`src/rtl/core/ptb_pkg.sv`:
```
// Package for the periodic timer bank: item payload types, action and status
// codes, and the command and status structs between controller and datapath.
// No dependencies.
`timescale 1ns / 1ps
`default_nettype none

package ptb_pkg;

  localparam int ID_W     = 4;
  localparam int PERIOD_W = 16;

  typedef enum logic [1:0] {
    ACT_TICK  = 2'd0,
    ACT_ADD   = 2'd1,
    ACT_QUERY = 2'd2,
    ACT_CLEAR = 2'd3
  } action_t;

  typedef enum logic [1:0] {
    ST_OK      = 2'd0,
    ST_DUP     = 2'd1,
    ST_ZERO    = 2'd2,
    ST_UNKNOWN = 2'd3
  } status_t;

  typedef struct packed {
    action_t               action;
    logic [ID_W-1:0]       timer_id;
    logic [PERIOD_W-1:0]   period_ticks;
  } in_item_t;

  typedef struct packed {
    logic    expired;
    status_t status;
  } out_item_t;

  typedef struct packed {
    logic capture;
    logic tick_step;
    logic finish;
  } ptb_cmd_t;

  typedef struct packed {
    action_t action;
    logic    tick_last;
  } ptb_stat_t;

endpackage

`default_nettype wire

```
`src/rtl/core/periodic_timer_bank.sv`:
```
// Top level of the periodic timer bank: controller plus datapath.
// Depends on ptb_pkg, ptb_ctrl and ptb_dp.
//
//   Channel  Handshake              Payload
//   input    in_valid / in_ready    in_data  (in_item_t)
//   output   out_valid / out_ready  out_data (out_item_t)
//
// Add, query and clear-all pass from acceptance through S_EXEC to the output
// register. A tick passes through S_EXEC, S_TICK, S_DRAIN and S_DONE; in
// S_TICK the count memory is walked one channel per cycle through its single
// read port, with the write-back following in the next cycle.
// Reset clears the live and expired flags at once; the memories need no pass.
// A finished result waits in the output register while the next item is
// accepted; that item completes once the register is free.
`timescale 1ns / 1ps
`default_nettype none

module periodic_timer_bank
  import ptb_pkg::*;
#(
  parameter int CHANNELS   = 16,
  parameter int COUNT_BITS = 16
) (
  input  logic      clk,
  input  logic      rst,
  input  logic      in_valid,
  output logic      in_ready,
  input  in_item_t  in_data,
  output logic      out_valid,
  input  logic      out_ready,
  output out_item_t out_data
);

  ptb_cmd_t  cmd;
  ptb_stat_t stat;

  ptb_ctrl u_ctrl (
    .clk      (clk),
    .rst      (rst),
    .in_valid (in_valid),
    .in_ready (in_ready),
    .out_valid(out_valid),
    .out_ready(out_ready),
    .stat     (stat),
    .cmd      (cmd)
  );

  ptb_dp #(
    .CHANNELS  (CHANNELS),
    .COUNT_BITS(COUNT_BITS)
  ) u_dp (
    .clk     (clk),
    .rst     (rst),
    .cmd     (cmd),
    .stat    (stat),
    .in_data (in_data),
    .out_data(out_data)
  );

endmodule

`default_nettype wire

```
`src/rtl/core/ptb_ram.sv`:
```
// Generic single-write, single-read RAM with registered read data.
// No dependencies.
`timescale 1ns / 1ps
`default_nettype none

module ptb_ram #(
  parameter int WIDTH = 16,
  parameter int DEPTH = 16,
  parameter int AW    = (DEPTH > 1) ? $clog2(DEPTH) : 1
) (
  input  logic             clk,
  input  logic             we,
  input  logic [AW-1:0]    waddr,
  input  logic [WIDTH-1:0] wdata,
  input  logic [AW-1:0]    raddr,
  output logic [WIDTH-1:0] rdata
);

  logic [WIDTH-1:0] mem [DEPTH];

  always_ff @(posedge clk) begin
    if (we) begin
      mem[waddr] <= wdata;
    end
    rdata <= mem[raddr];
  end

endmodule

`default_nettype wire

```
`src/rtl/core/ptb_ctrl.sv`:
```
// Controller of the periodic timer bank: sequences one item at a time and
// owns the output valid flag. Depends on ptb_pkg.
`timescale 1ns / 1ps
`default_nettype none

module ptb_ctrl
  import ptb_pkg::*;
(
  input  logic      clk,
  input  logic      rst,
  input  logic      in_valid,
  output logic      in_ready,
  output logic      out_valid,
  input  logic      out_ready,
  input  ptb_stat_t stat,
  output ptb_cmd_t  cmd
);

  typedef enum logic [2:0] {
    S_IDLE,
    S_EXEC,
    S_TICK,
    S_DRAIN,
    S_DONE
  } state_t;

  state_t state;
  state_t state_next;
  logic   slot_free;

  assign slot_free = !out_valid || out_ready;
  assign in_ready  = (state == S_IDLE);

  always_comb begin
    state_next    = state;
    cmd.capture   = 1'b0;
    cmd.tick_step = 1'b0;
    cmd.finish    = 1'b0;
    case (state)
      S_IDLE: begin
        if (in_valid) begin
          cmd.capture = 1'b1;
          state_next  = S_EXEC;
        end
      end
      S_EXEC: begin
        if (stat.action == ACT_TICK) begin
          state_next = S_TICK;
        end else if (slot_free) begin
          cmd.finish = 1'b1;
          state_next = S_IDLE;
        end
      end
      S_TICK: begin
        cmd.tick_step = 1'b1;
        if (stat.tick_last) begin
          state_next = S_DRAIN;
        end
      end
      S_DRAIN: begin
        state_next = S_DONE;
      end
      S_DONE: begin
        if (slot_free) begin
          cmd.finish = 1'b1;
          state_next = S_IDLE;
        end
      end
      default: begin
        state_next = S_IDLE;
      end
    endcase
  end

  always_ff @(posedge clk) begin
    if (rst) begin
      state     <= S_IDLE;
      out_valid <= 1'b0;
    end else begin
      state <= state_next;
      if (cmd.finish) begin
        out_valid <= 1'b1;
      end else if (out_ready) begin
        out_valid <= 1'b0;
      end
    end
  end

endmodule

`default_nettype wire

```
`src/rtl/core/ptb_dp.sv`:
```
// Datapath of the periodic timer bank: item register, live and expired flags,
// count and period memories, tick walk and result register.
// Depends on ptb_pkg and ptb_ram.
`timescale 1ns / 1ps
`default_nettype none

module ptb_dp
  import ptb_pkg::*;
#(
  parameter int CHANNELS   = 16,
  parameter int COUNT_BITS = 16
) (
  input  logic      clk,
  input  logic      rst,
  input  ptb_cmd_t  cmd,
  output ptb_stat_t stat,
  input  in_item_t  in_data,
  output out_item_t out_data
);

  localparam int CH_W = (CHANNELS > 1) ? $clog2(CHANNELS) : 1;
  localparam int XW   = (CH_W > ID_W) ? CH_W : ID_W;

  in_item_t              item;
  logic [CHANNELS-1:0]   live;
  logic [CHANNELS-1:0]   flag;
  logic [CH_W-1:0]       walk_idx;
  logic [CH_W-1:0]       wb_idx;
  logic                  wb_valid;
  logic [XW-1:0]         id_ext;
  logic [CH_W-1:0]       id_idx;
  logic                  id_ok;
  logic [COUNT_BITS-1:0] period_sat;
  logic [COUNT_BITS-1:0] rem_q;
  logic [COUNT_BITS-1:0] reload_q;
  logic [COUNT_BITS-1:0] rem_dec;
  logic                  wb_live;
  logic                  wb_hit;
  logic                  add_ok;
  out_item_t             result;
  logic                  rem_we;
  logic [CH_W-1:0]       rem_waddr;
  logic [COUNT_BITS-1:0] rem_wdata;

  assign id_ext = XW'(item.timer_id);
  assign id_idx = id_ext[CH_W-1:0];
  assign id_ok  = (32'(item.timer_id) < 32'(CHANNELS));

  generate
    if (COUNT_BITS >= PERIOD_W) begin : g_wide
      assign period_sat = COUNT_BITS'(item.period_ticks);
    end else begin : g_narrow
      assign period_sat = (|item.period_ticks[PERIOD_W-1:COUNT_BITS]) ?
                          {COUNT_BITS{1'b1}} : item.period_ticks[COUNT_BITS-1:0];
    end
  endgenerate

  assign stat.action    = item.action;
  assign stat.tick_last = (walk_idx == CH_W'(CHANNELS - 1));

  assign rem_dec = rem_q - COUNT_BITS'(1);
  assign wb_live = live[wb_idx];
  assign wb_hit  = wb_valid && wb_live;

  always_comb begin
    result.expired = 1'b0;
    result.status  = ST_OK;
    add_ok         = 1'b0;
    case (item.action)
      ACT_ADD: begin
        if (!id_ok) begin
          result.status = ST_UNKNOWN;
        end else if (live[id_idx]) begin
          result.status = ST_DUP;
        end else if (item.period_ticks == '0) begin
          result.status = ST_ZERO;
        end else begin
          add_ok = 1'b1;
        end
      end
      ACT_QUERY: begin
        if (!id_ok) begin
          result.status = ST_UNKNOWN;
        end else if (!live[id_idx]) begin
          result.status = ST_UNKNOWN;
        end else begin
          result.expired = flag[id_idx];
        end
      end
      default: begin
        result.status = ST_OK;
      end
    endcase
  end

  always_comb begin
    rem_we    = 1'b0;
    rem_waddr = wb_idx;
    rem_wdata = (rem_dec == '0) ? reload_q : rem_dec;
    if (cmd.finish && add_ok) begin
      rem_we    = 1'b1;
      rem_waddr = id_idx;
      rem_wdata = period_sat;
    end else if (wb_hit) begin
      rem_we = 1'b1;
    end
  end

  ptb_ram #(
    .WIDTH(COUNT_BITS),
    .DEPTH(CHANNELS)
  ) u_remaining (
    .clk  (clk),
    .we   (rem_we),
    .waddr(rem_waddr),
    .wdata(rem_wdata),
    .raddr(walk_idx),
    .rdata(rem_q)
  );

  ptb_ram #(
    .WIDTH(COUNT_BITS),
    .DEPTH(CHANNELS)
  ) u_reload (
    .clk  (clk),
    .we   (cmd.finish && add_ok),
    .waddr(id_idx),
    .wdata(period_sat),
    .raddr(walk_idx),
    .rdata(reload_q)
  );

  always_ff @(posedge clk) begin
    if (cmd.capture) begin
      item <= in_data;
    end
    if (cmd.finish) begin
      out_data <= result;
    end
    if (cmd.capture) begin
      walk_idx <= '0;
    end else if (cmd.tick_step) begin
      walk_idx <= walk_idx + CH_W'(1);
    end
    wb_idx <= walk_idx;
  end

  always_ff @(posedge clk) begin
    if (rst) begin
      live     <= '0;
      flag     <= '0;
      wb_valid <= 1'b0;
    end else begin
      wb_valid <= cmd.tick_step;
      if (wb_hit && (rem_dec == '0)) begin
        flag[wb_idx] <= 1'b1;
      end
      if (cmd.finish) begin
        case (item.action)
          ACT_ADD: begin
            if (add_ok) begin
              live[id_idx] <= 1'b1;
              flag[id_idx] <= 1'b0;
            end
          end
          ACT_QUERY: begin
            if (result.status == ST_OK) begin
              flag[id_idx] <= 1'b0;
            end
          end
          ACT_CLEAR: begin
            live <= '0;
            flag <= '0;
          end
          default: begin
            live <= live;
          end
        endcase
      end
    end
  end

endmodule

`default_nettype wire
```
`config.mk`:
```
export PLATFORM = sky130hd
export DESIGN_NAME = periodic_timer_bank
export DESIGN_NICKNAME = d
export VERILOG_FILES = /design/src/rtl/core/ptb_pkg.sv /design/src/rtl/core/periodic_timer_bank.sv /design/src/rtl/core/ptb_ram.sv /design/src/rtl/core/ptb_ctrl.sv /design/src/rtl/core/ptb_dp.sv
export SDC_FILE = /design/constraint.sdc
export NUM_CORES = 1
export LEC_CHECK = 0
export BUFFER_PORTS_ARGS = -buffer_cell sky130_fd_sc_hd__buf_2
export CORE_ASPECT_RATIO = 2
export CORE_MARGIN = 2
export CORE_UTILIZATION = 59
export DETAILED_ROUTE_END_ITERATION = 8
export GPL_TIMING_DRIVEN = 0
export PLACE_DENSITY = 0.82
export REMOVE_ABC_BUFFERS = 1
export SYNTH_ARGS = -nofsm -noshare
export SYNTH_HDL_FRONTEND = slang
export SYNTH_SLANG_ARGS = --single-unit
```
`constraint.sdc`:
```
create_clock -name clk -period 8.3 [get_ports clk]
set_clock_uncertainty 0.05 [all_clocks]
set_input_delay 1.245 -clock clk [delete_from_list [all_inputs] [get_ports clk]]
set_output_delay 1.245 -clock clk [all_outputs]
set_load 0.005 [all_outputs]
```
==> results of run 1 <==
## power breakdown
group          switching [uW]  total [uW]  internal, uW  leakage, uW
logic                     114         214           100      0.00209
clock network            1050        2330          1290     0.000760
registers                53.9        3440          3390      0.00548
## per-layer routing
| metal | global-route usage [%] | part of all wire (%) | vias to the layer above |
|---|---|---|---|
| li1 | - | - | 5128 |
| met1 | 31.2 | 33 | 6407 |
| met2 | 48.9 | 54 | 776 |
| met3 | 3.04 | 6.3 | 199 |
| met4 | 15.0 | 6.4 | 0 |
| met5 | 0 | 0 | - |
## final timing paths
check / to / from / cells after the start / slack (ps)
max: u_dp.u_remaining.mem[2][6]$_DFFE_PP_ / u_dp.id_ext[0]$_DFFE_PP_ / 7 / 2500
min: u_dp.wb_idx[2]$_DFF_P_ / u_dp.walk_idx[2]$_SDFFE_PP0P_ / 0 / 400
max reg2reg: u_dp.u_remaining.mem[2][6]$_DFFE_PP_ / u_dp.id_ext[0]$_DFFE_PP_ / 7 / 2500
min reg2reg: u_dp.wb_idx[2]$_DFF_P_ / u_dp.walk_idx[2]$_SDFFE_PP0P_ / 0 / 400
## sequential cells by signal, summed over array words and instances, names as in the netlist, 16 cells and up
signal and count:
u_dp.flag 16, u_dp.live 16, u_dp.period_sat 16, u_dp.u_reload.mem 256, u_dp.u_reload.rdata 16, u_dp.u_remaining.mem 256
u_dp.u_remaining.rdata 16
## cell usage in the layout (no fill, tap or decap), drive strengths merged, types with 3 or more instances in the layout
cell type | synthesis | routed
mux4 | 170 | 170
dfxtp | 77 | 77
nand4 | 5 | 5
nor3 | 32 | 32
mux2 | 5 | 5
inv | 7 | 10
nor3b | 4 | 4
mux2i | 7 | 7
o21ai | 17 | 17
bufinv | 0 | 7
nand2b | 12 | 12
o21bai | 7 | 7
and3 | 3 | 3
clkinvlp | 0 | 4
a41oi | 5 | 5
nor4b | 4 | 4
xnor2 | 6 | 6
xor2 | 4 | 4
and2 | 5 | 5
clkbuf | 48 | 57
ha | 7 | 7
or3 | 3 | 3
a31oi | 12 | 12
or3b | 3 | 3
nor4 | 19 | 19
nand3 | 8 | 8
o22ai | 8 | 8
or4 | 5 | 5
nor2 | 65 | 65
buf | 22 | 75
edfxtp | 537 | 537
a21oi | 50 | 50
or2 | 3 | 3
clkinv | 0 | 15
nor2b | 10 | 10
nand2 | 37 | 37
## cell type report
cell class              count  area, sq um  share of cell area (%)
diodes                      1         2.50                 0.00927
clock buffers              57         1230                    4.57
clock inverters            29          343                    1.27
inverters                   7         28.8                   0.107
multi-input cells         534         6150                    22.8
flip-flops and latches    614        17700                    65.5
well taps                 530          663                    2.46
repair buffers             75          903                    3.35
## cells by family (layout without fill, tap and decap cells)
kind of cell | Yosys count | after routing | share of synthesized area (%)
flip-flops | 614 | 614 | 73.5
AND/OR/NAND/NOR | 220 | 220 | 4.81
multiplexers | 182 | 182 | 16.5
AO/OA/AOI/OAI | 115 | 115 | 3.10
buffers and inverters | 77 | 168 | 1.35
XOR/XNOR | 10 | 10 | 0.364
adder cells (fa/ha/maj) | 7 | 7 | 0.364
other | 0 | 1 | 0
## worst register-to-register path, stage by stage, from the launching register on
cell                       delay [ps]
sky130_fd_sc_hd__edfxtp_1        1010
sky130_fd_sc_hd__mux4_2           680
sky130_fd_sc_hd__mux2_4           330
sky130_fd_sc_hd__mux2_4           380
sky130_fd_sc_hd__nor3b_1         1000
sky130_fd_sc_hd__and2_1          1330
sky130_fd_sc_hd__o21bai_2         450
sky130_fd_sc_hd__buf_8            250
## metrics by stage
step / area (sq um) / instances / TNS [ps] / hold slack [ps] / power (uW)
finish: 27000 / 1847 / 0 / 404 / 5990
global route: 27000 / 1846 / 0 / 413 / 6110
global placement: 24500 / 1715 / -23060 / 372 / 3730
floorplan: 23700 / 1155 / 0 / 337 / 3660
detailed placement: 25400 / 1758 / 0 / 378 / 3720
CTS: 27000 / 1844 / 0 / 398 / 6000
==> summary by stage, run 1 <==
Run status
The flow ran to the end, but the final reports show violations. The final reports fail on capacitance limit, slew limit.

Critical path
On the critical path the largest part of the delay comes from simple AND/OR/NAND/NOR gates. The kind of launch point of the worst setup path is a flip-flop. The critical path data arrival time is 6010 ps. The cell type of the slowest stage on the worst timing path is sky130_fd_sc_hd__and2_1.

The maximum fanout along the worst path is 19. The cell occurring most often along the worst timing path is sky130_fd_sc_hd__mux2_4. The nature of the critical path endpoint is a flip-flop.

The worst path required time is 8510 ps. For this run, the slowest stage of the critical path takes 1320 ps. The sum of buffers and inverters on the critical path is 1. The worst setup path is of the flip-flop to flip-flop kind. The signal on the critical path passes through mux4_2 > mux2_4 > mux2_4 > nor3b_1 > and2_1 > o21bai_2 > buf_8.

Clocking
The tree is rooted in a sky130_fd_sc_hd__clkbuf_16. The cts-stage hold buffer count is 0. No sink is reached through more buffers than the 3 on the longest clock path. The TritonCTS buffer count is 47. The H-tree was split into 2 levels. The post-cts resize count is 0. The clock latency at the later pin of the worst-skew pair is 580 ps. The total clock sinks is 614. After clock tree synthesis, the clock-pin slew on the worst setup and hold paths is 70 ps.

The CTS tree is yes. The buffers inserted during post-CTS setup optimization is 0.

Timing
The final critical-path share of the clock period is 69.9%. The count of pins over their slew limit was 19. The number of hold violations in the final report is 0. The tightest slew margin relative to the limit is -5.51%. The transition time of the tightest slew-check pin is about 1600 ps. Setup violations remaining at the end of the flow were counted as 0.

The worst path in the final design needs a cycle of 5800 ps, including I/O delays and setup. Setup repair after global routing left no endpoint under its margin. The achievable frequency is 0.172 GHz. The minimum setup slack in the final design is 2500 ps.

Die
From bottom edge to top edge, the die measures 289 microns. The floorplan die area is ~42,000 sq um. The row count is 104. The core area is about 40,000 sq um. The number of ports placed on the die boundary is 31. The width of the chip is 147 microns.

The initial core utilization is 59.8%.

Yosys
Ranked by total cell area, the synthesized netlist is headed by sky130_fd_sc_hd__edfxtp_1, sky130_fd_sc_hd__mux4_2, sky130_fd_sc_hd__dfxtp_1, sky130_fd_sc_hd__nor2_1, sky130_fd_sc_hd__a21oi_1. In this run, distinct cell masters in the synthesized netlist total 64. The synthesized netlist occupies a cell area of approximately 24,000 sq um.

Yosys printed 0 warnings. In this run the biggest area consumer among cell types represents 67.1% of the synthesized area. Synthesis produced 1,225 cells. The async set-or-reset flop fraction in the synthesized netlist is 0%.

The average footprint of a synthesized cell is approximately 20 sq um. The biggest area contributor in the post-synthesis netlist is sky130_fd_sc_hd__edfxtp_1. After synthesis, the most frequently instantiated cells are sky130_fd_sc_hd__edfxtp_1, sky130_fd_sc_hd__mux4_2, sky130_fd_sc_hd__dfxtp_1, sky130_fd_sc_hd__nor2_1, sky130_fd_sc_hd__clkbuf_1. Sequential elements use 73.5% of the synthesized area.

The number of enable flip-flop cells after synthesis is 537. By instance count, the leading cell after synthesis is sky130_fd_sc_hd__edfxtp_1. The flip-flop and latch count after synthesis is 614. In the synthesized netlist the dominant register cell turns out to be sky130_fd_sc_hd__edfxtp_1.

Layout
The post-route core utilization is 67.2%. Cells with a size suffix above 1 make up 28.3% of the layout. For this run, the post-layout net count is 1,312.

The number of inserted filler cells in the final layout is 2,414. The signed area change from the synthesized netlist to the final layout is 12.4%.

Global route
The number of global-route vias before repair is 13,000. Global routing used 26.9% of the available tracks. Entering global routing, the biggest net connects 60 pins. The number of antenna violations at the first check in global routing is 1.

Global routing finished with a remaining overflow of 0. The first-pass GRT wire length is 82.4 mm.

Placed design
The final HPWL from detailed placement is 35.0 mm. OpenSTA, run right after detailed placement, puts the worst setup slack at approximately 2700 ps. During placement, the flow inserted port buffers numbering 30.

At the end of routability-driven placement, the weighted congestion stood at 0.949.

Routing
Using the TritonRoute via totals, the vias-per-cell ratio works out to approximately 6.8. The number of detailed-route iterations in the first pass is 7. The total wire length after detailed routing is 56.0 mm.

The total vias in the final route is 12,500. The final routed wire length divided by cell count is roughly 30 microns. Once detail routing completed, the nets flagged for antenna violations numbered 0. The iteration-0 DRC count of the detailed router is approximately 1,300. The total DRC errors in the routed layout is 0.

Run
The number of max-cap violations is 2.

Hold path
The worst hold path belongs to the class flip-flop to flip-flop.

Pwr
Summed over all cells, the static leakage comes to 0.00832 uW. The power density relative to cell area is between 200 and 250 nW/um^2. The worst-case IR drop observed on VDD is 0.247 mV.
(Power assumes the default switching activity.)
==> run 2, diff against run 1 <==
--- a/config.mk
+++ b/config.mk
@@ -8,7 +8,7 @@
 export BUFFER_PORTS_ARGS = -buffer_cell sky130_fd_sc_hd__buf_2
 export CORE_ASPECT_RATIO = 2
 export CORE_MARGIN = 2
-export CORE_UTILIZATION = 59
+export CORE_UTILIZATION = 56
 export DETAILED_ROUTE_END_ITERATION = 8
 export GPL_TIMING_DRIVEN = 0
 export PLACE_DENSITY = 0.82
==> constraint.sdc (replaced) <==
create_clock -name clk -period 5 [get_ports clk]
set_clock_uncertainty 0.05 [all_clocks]
set_input_delay 0.75 -clock clk [delete_from_list [all_inputs] [get_ports clk]]
set_output_delay 0.75 -clock clk [all_outputs]
set_load 0.005 [all_outputs]
==> summary by stage, run 2 (synthesis results as in run 1) <==
Global route
After global routing the overflow that remains totals 0. The all-layer global routing usage is 25.3%. Entering global routing, the biggest net connects 63 pins. The number of antenna violations at the first check in global routing is 0.

The first global-routing pass estimated 81.7 mm of wire. The number of global-route vias before repair came to 12,900.

Critical path
The setup check on the worst reg-to-reg path leaves a slack of 160 ps. The depth of the worst register-to-register path is 9. The worst register-to-register path begins at u_dp.u_remaining.rdata[0]$_DFF_P_. The nature of the critical path endpoint is a flip-flop. Tracing the worst setup path back leads to its startpoint at u_dp.u_remaining.rdata[0]$_DFF_P_.

The kind of launch point of the worst setup path is a flip-flop. In this run the critical register-to-register path is captured at u_dp.u_remaining.mem[10][15]$_DFFE_PP_. For the worst setup path, the data arrival time is 5000 ps.

The path type of the worst setup path is flip-flop to flip-flop. The last element of the critical path is u_dp.u_remaining.mem[10][15]$_DFFE_PP_. The worst path required time is 5160 ps. In this run the worst path has a maximum fanout of 16.

Pwr
The net switching power is 2010 uW. The share of total power in sequential cells is 56.7%. The combinational cell fraction of total power is 3.6%.

The static leakage is 0.00845 uW. The fraction of power consumed by the clock network is between 30 and 40%. The power density relative to cell area is 369 nW/um^2. Net switching is 19.9% of the power. Across the VDD grid, the largest voltage drop is around 0.32 mV. Internal power comes to slightly above 8000 uW.

Clocking
Clock latency on the worst-skew pair, taken at its later pin, is 590 ps. The number of H-tree levels is 2. TritonCTS built the clock tree. The post-CTS clock slew at the launch and capture registers of the worst setup and hold paths is 70 ps.

The cts-stage hold buffer count is 0. No sink is reached through more buffers than the 3 on the longest clock path. The TritonCTS buffer count is 47. Clock tree synthesis selected as its root buffer the cell sky130_fd_sc_hd__clkbuf_16. The total clock sinks is just over 600.

Timing
Setup repair after global routing left no endpoint under its margin. The count of pins over their slew limit is 0. For the pin with the worst max-slew slack, the measured transition is 1220 ps. The worst hold slack is 290 ps. The final setup violation count is 0. Derived from the worst setup path, the maximum achievable clock frequency is 0.207 GHz. The setup TNS is 0 ps. The number of hold violations in the final report was 0. The post-route minimum period is 4840 ps. Of the available clock period, the critical path in the final layout requires 96.8%. Measured against its own limit, the worst slew margin works out to 18.4%.

Hold path
The class of the worst hold path is input port to flip-flop.

Routing
After detailed routing, the average wire length per cell comes to slightly below 30 microns. The detail-routed via count per cell is about 6.6. The first routing iteration left 1,418 violations.

The total wire length after detailed routing is 54.5 mm. The first detailed-routing pass took 6 iterations. The remaining number of nets flagged by the antenna check after routing is 0.

The total vias in the final route is 12,400. In the routed design, unresolved DRC markers number 0.

Placed design
Once detailed placement completed, the half-perimeter wirelength came to approximately 34 mm. Including well taps, the total number of placed cells is 1,773. The congestion estimate from routability-driven global placement came to 0.924.

During placement, the flow inserted port buffers numbering 30. Summing all placed instances gives a cell area of approximately 25,000 sq um.

Layout
In the final layout, the registers with the most flip-flops are u_dp.u_reload.mem: 256 flops, u_dp.u_remaining.mem: 256 flops. The repair_antennas step left the layout with diodes totalling 0. Leaving out fill and tap cells, the most frequent cells in the layout are sky130_fd_sc_hd__edfxtp_1, sky130_fd_sc_hd__mux4_2, sky130_fd_sc_hd__dfxtp_1. After the flow finishes, the layout carries non-filler instances totaling 1,873. Of the cells placed in the final design, the portion with a size suffix greater than 1 is between 20 and 30%. The leading cell type in the layout, fill and taps excluded is sky130_fd_sc_hd__edfxtp_1. The final non-filler cell area is 27,300 sq um. In the final design database the tool counted 1,323 nets. The area growth from synthesis to layout is 13.5%. Cells fill between 60% and 70% of the core in the end.

Die
After floorplanning, the core was sized to cover 42,400 sq um. The die outline height is 297 microns. The row count is 107. From left edge to right edge, the die measures 150 microns. The die covers approximately 45,000 sq um. Once the floorplan was initialized, standard cells occupied a little under three fifths of the core.

31 I/O pins were placed.

Run status
The flow ran to the end, and the final reports show no timing, DRC or antenna violations.

Run
The tool flagged a number of max-cap violations equal to 0.
-- run 2: worst min-delay path by stage --
stage / startpoint / end / depth (start not counted) / slack [ps]
2_1_floorplan: u_dp.walk_idx[2]$_SDFFE_PP0P_ / u_dp.wb_idx[2]$_DFF_P_ / 0 / 340
3_5_place_dp: u_dp.walk_idx[2]$_SDFFE_PP0P_ / u_dp.wb_idx[2]$_DFF_P_ / 0 / 390
3_3_place_gp: u_dp.walk_idx[2]$_SDFFE_PP0P_ / u_dp.wb_idx[2]$_DFF_P_ / 0 / 360
6_report: in_data[15] / u_dp.period_sat[15]$_DFFE_PP_ / 1 / 290
5_1_grt: in_data[15] / u_dp.period_sat[15]$_DFFE_PP_ / 1 / 280
4_1_cts: in_data[15] / u_dp.period_sat[15]$_DFFE_PP_ / 1 / 270
-- run 2: worst max-delay path, cell delays in order, from the launching register on --
cell and delay, ps:
sky130_fd_sc_hd__dfxtp_1 410, sky130_fd_sc_hd__inv_1 190, sky130_fd_sc_hd__ha_1 230, sky130_fd_sc_hd__or3b_2 540
sky130_fd_sc_hd__nor4_1 500, sky130_fd_sc_hd__xor2_1 310, sky130_fd_sc_hd__nor4_4 980, sky130_fd_sc_hd__buf_8 260
sky130_fd_sc_hd__nand2_1 70, sky130_fd_sc_hd__a31oi_1 900
-- run 2: layout make-up --
| cell class | count | area, sq um |
|---|---|---|
| sequential | 614 | 17700 |
| clock buffer | 59 | 1290 |
| multi-input combinational | 534 | 6220 |
| timing repair buffer | 86 | 1010 |
| inverter | 7 | 28.8 |
| clock inverter | 28 | 364 |
| tap | 545 | 682 |
| fill | 2627 | 15200 |
-- run 2: per-stage QoR --
stage                     power (uW)  setup WS (ps)
after floorplan                 6070          -1670
after global placement          6200          -3960
after detailed placement        6180           -617
after CTS                      10100           7.38
after global routing           10300           83.4
final                          10100            162
-- run 2: timing repair --
action / 4_1_cts / 5_1_grt
pin swaps: 4 / 0
resized for setup: 10 / 3
buffers inserted: 8 / 4
setup endpoints to repair: 118 / 77
-- run 2: routing by layer --
metal	GRT usage, %	part of all wire [%]
met1	30.0	34
met2	44.9	55
met3	2.67	5.6
met4	13.3	6.0
met5	0	0
-- run 2: power by group through the flow --
stage                     Combinational [uW]  Sequential (uW)  Clock [uW]
after floorplan                          249             5820           0
after global placement                   329             5870           0
after detailed placement                 352             5820           0
after CTS                                357             5710        4030
after global routing                     393             5710        4200
final                                    366             5710        3990
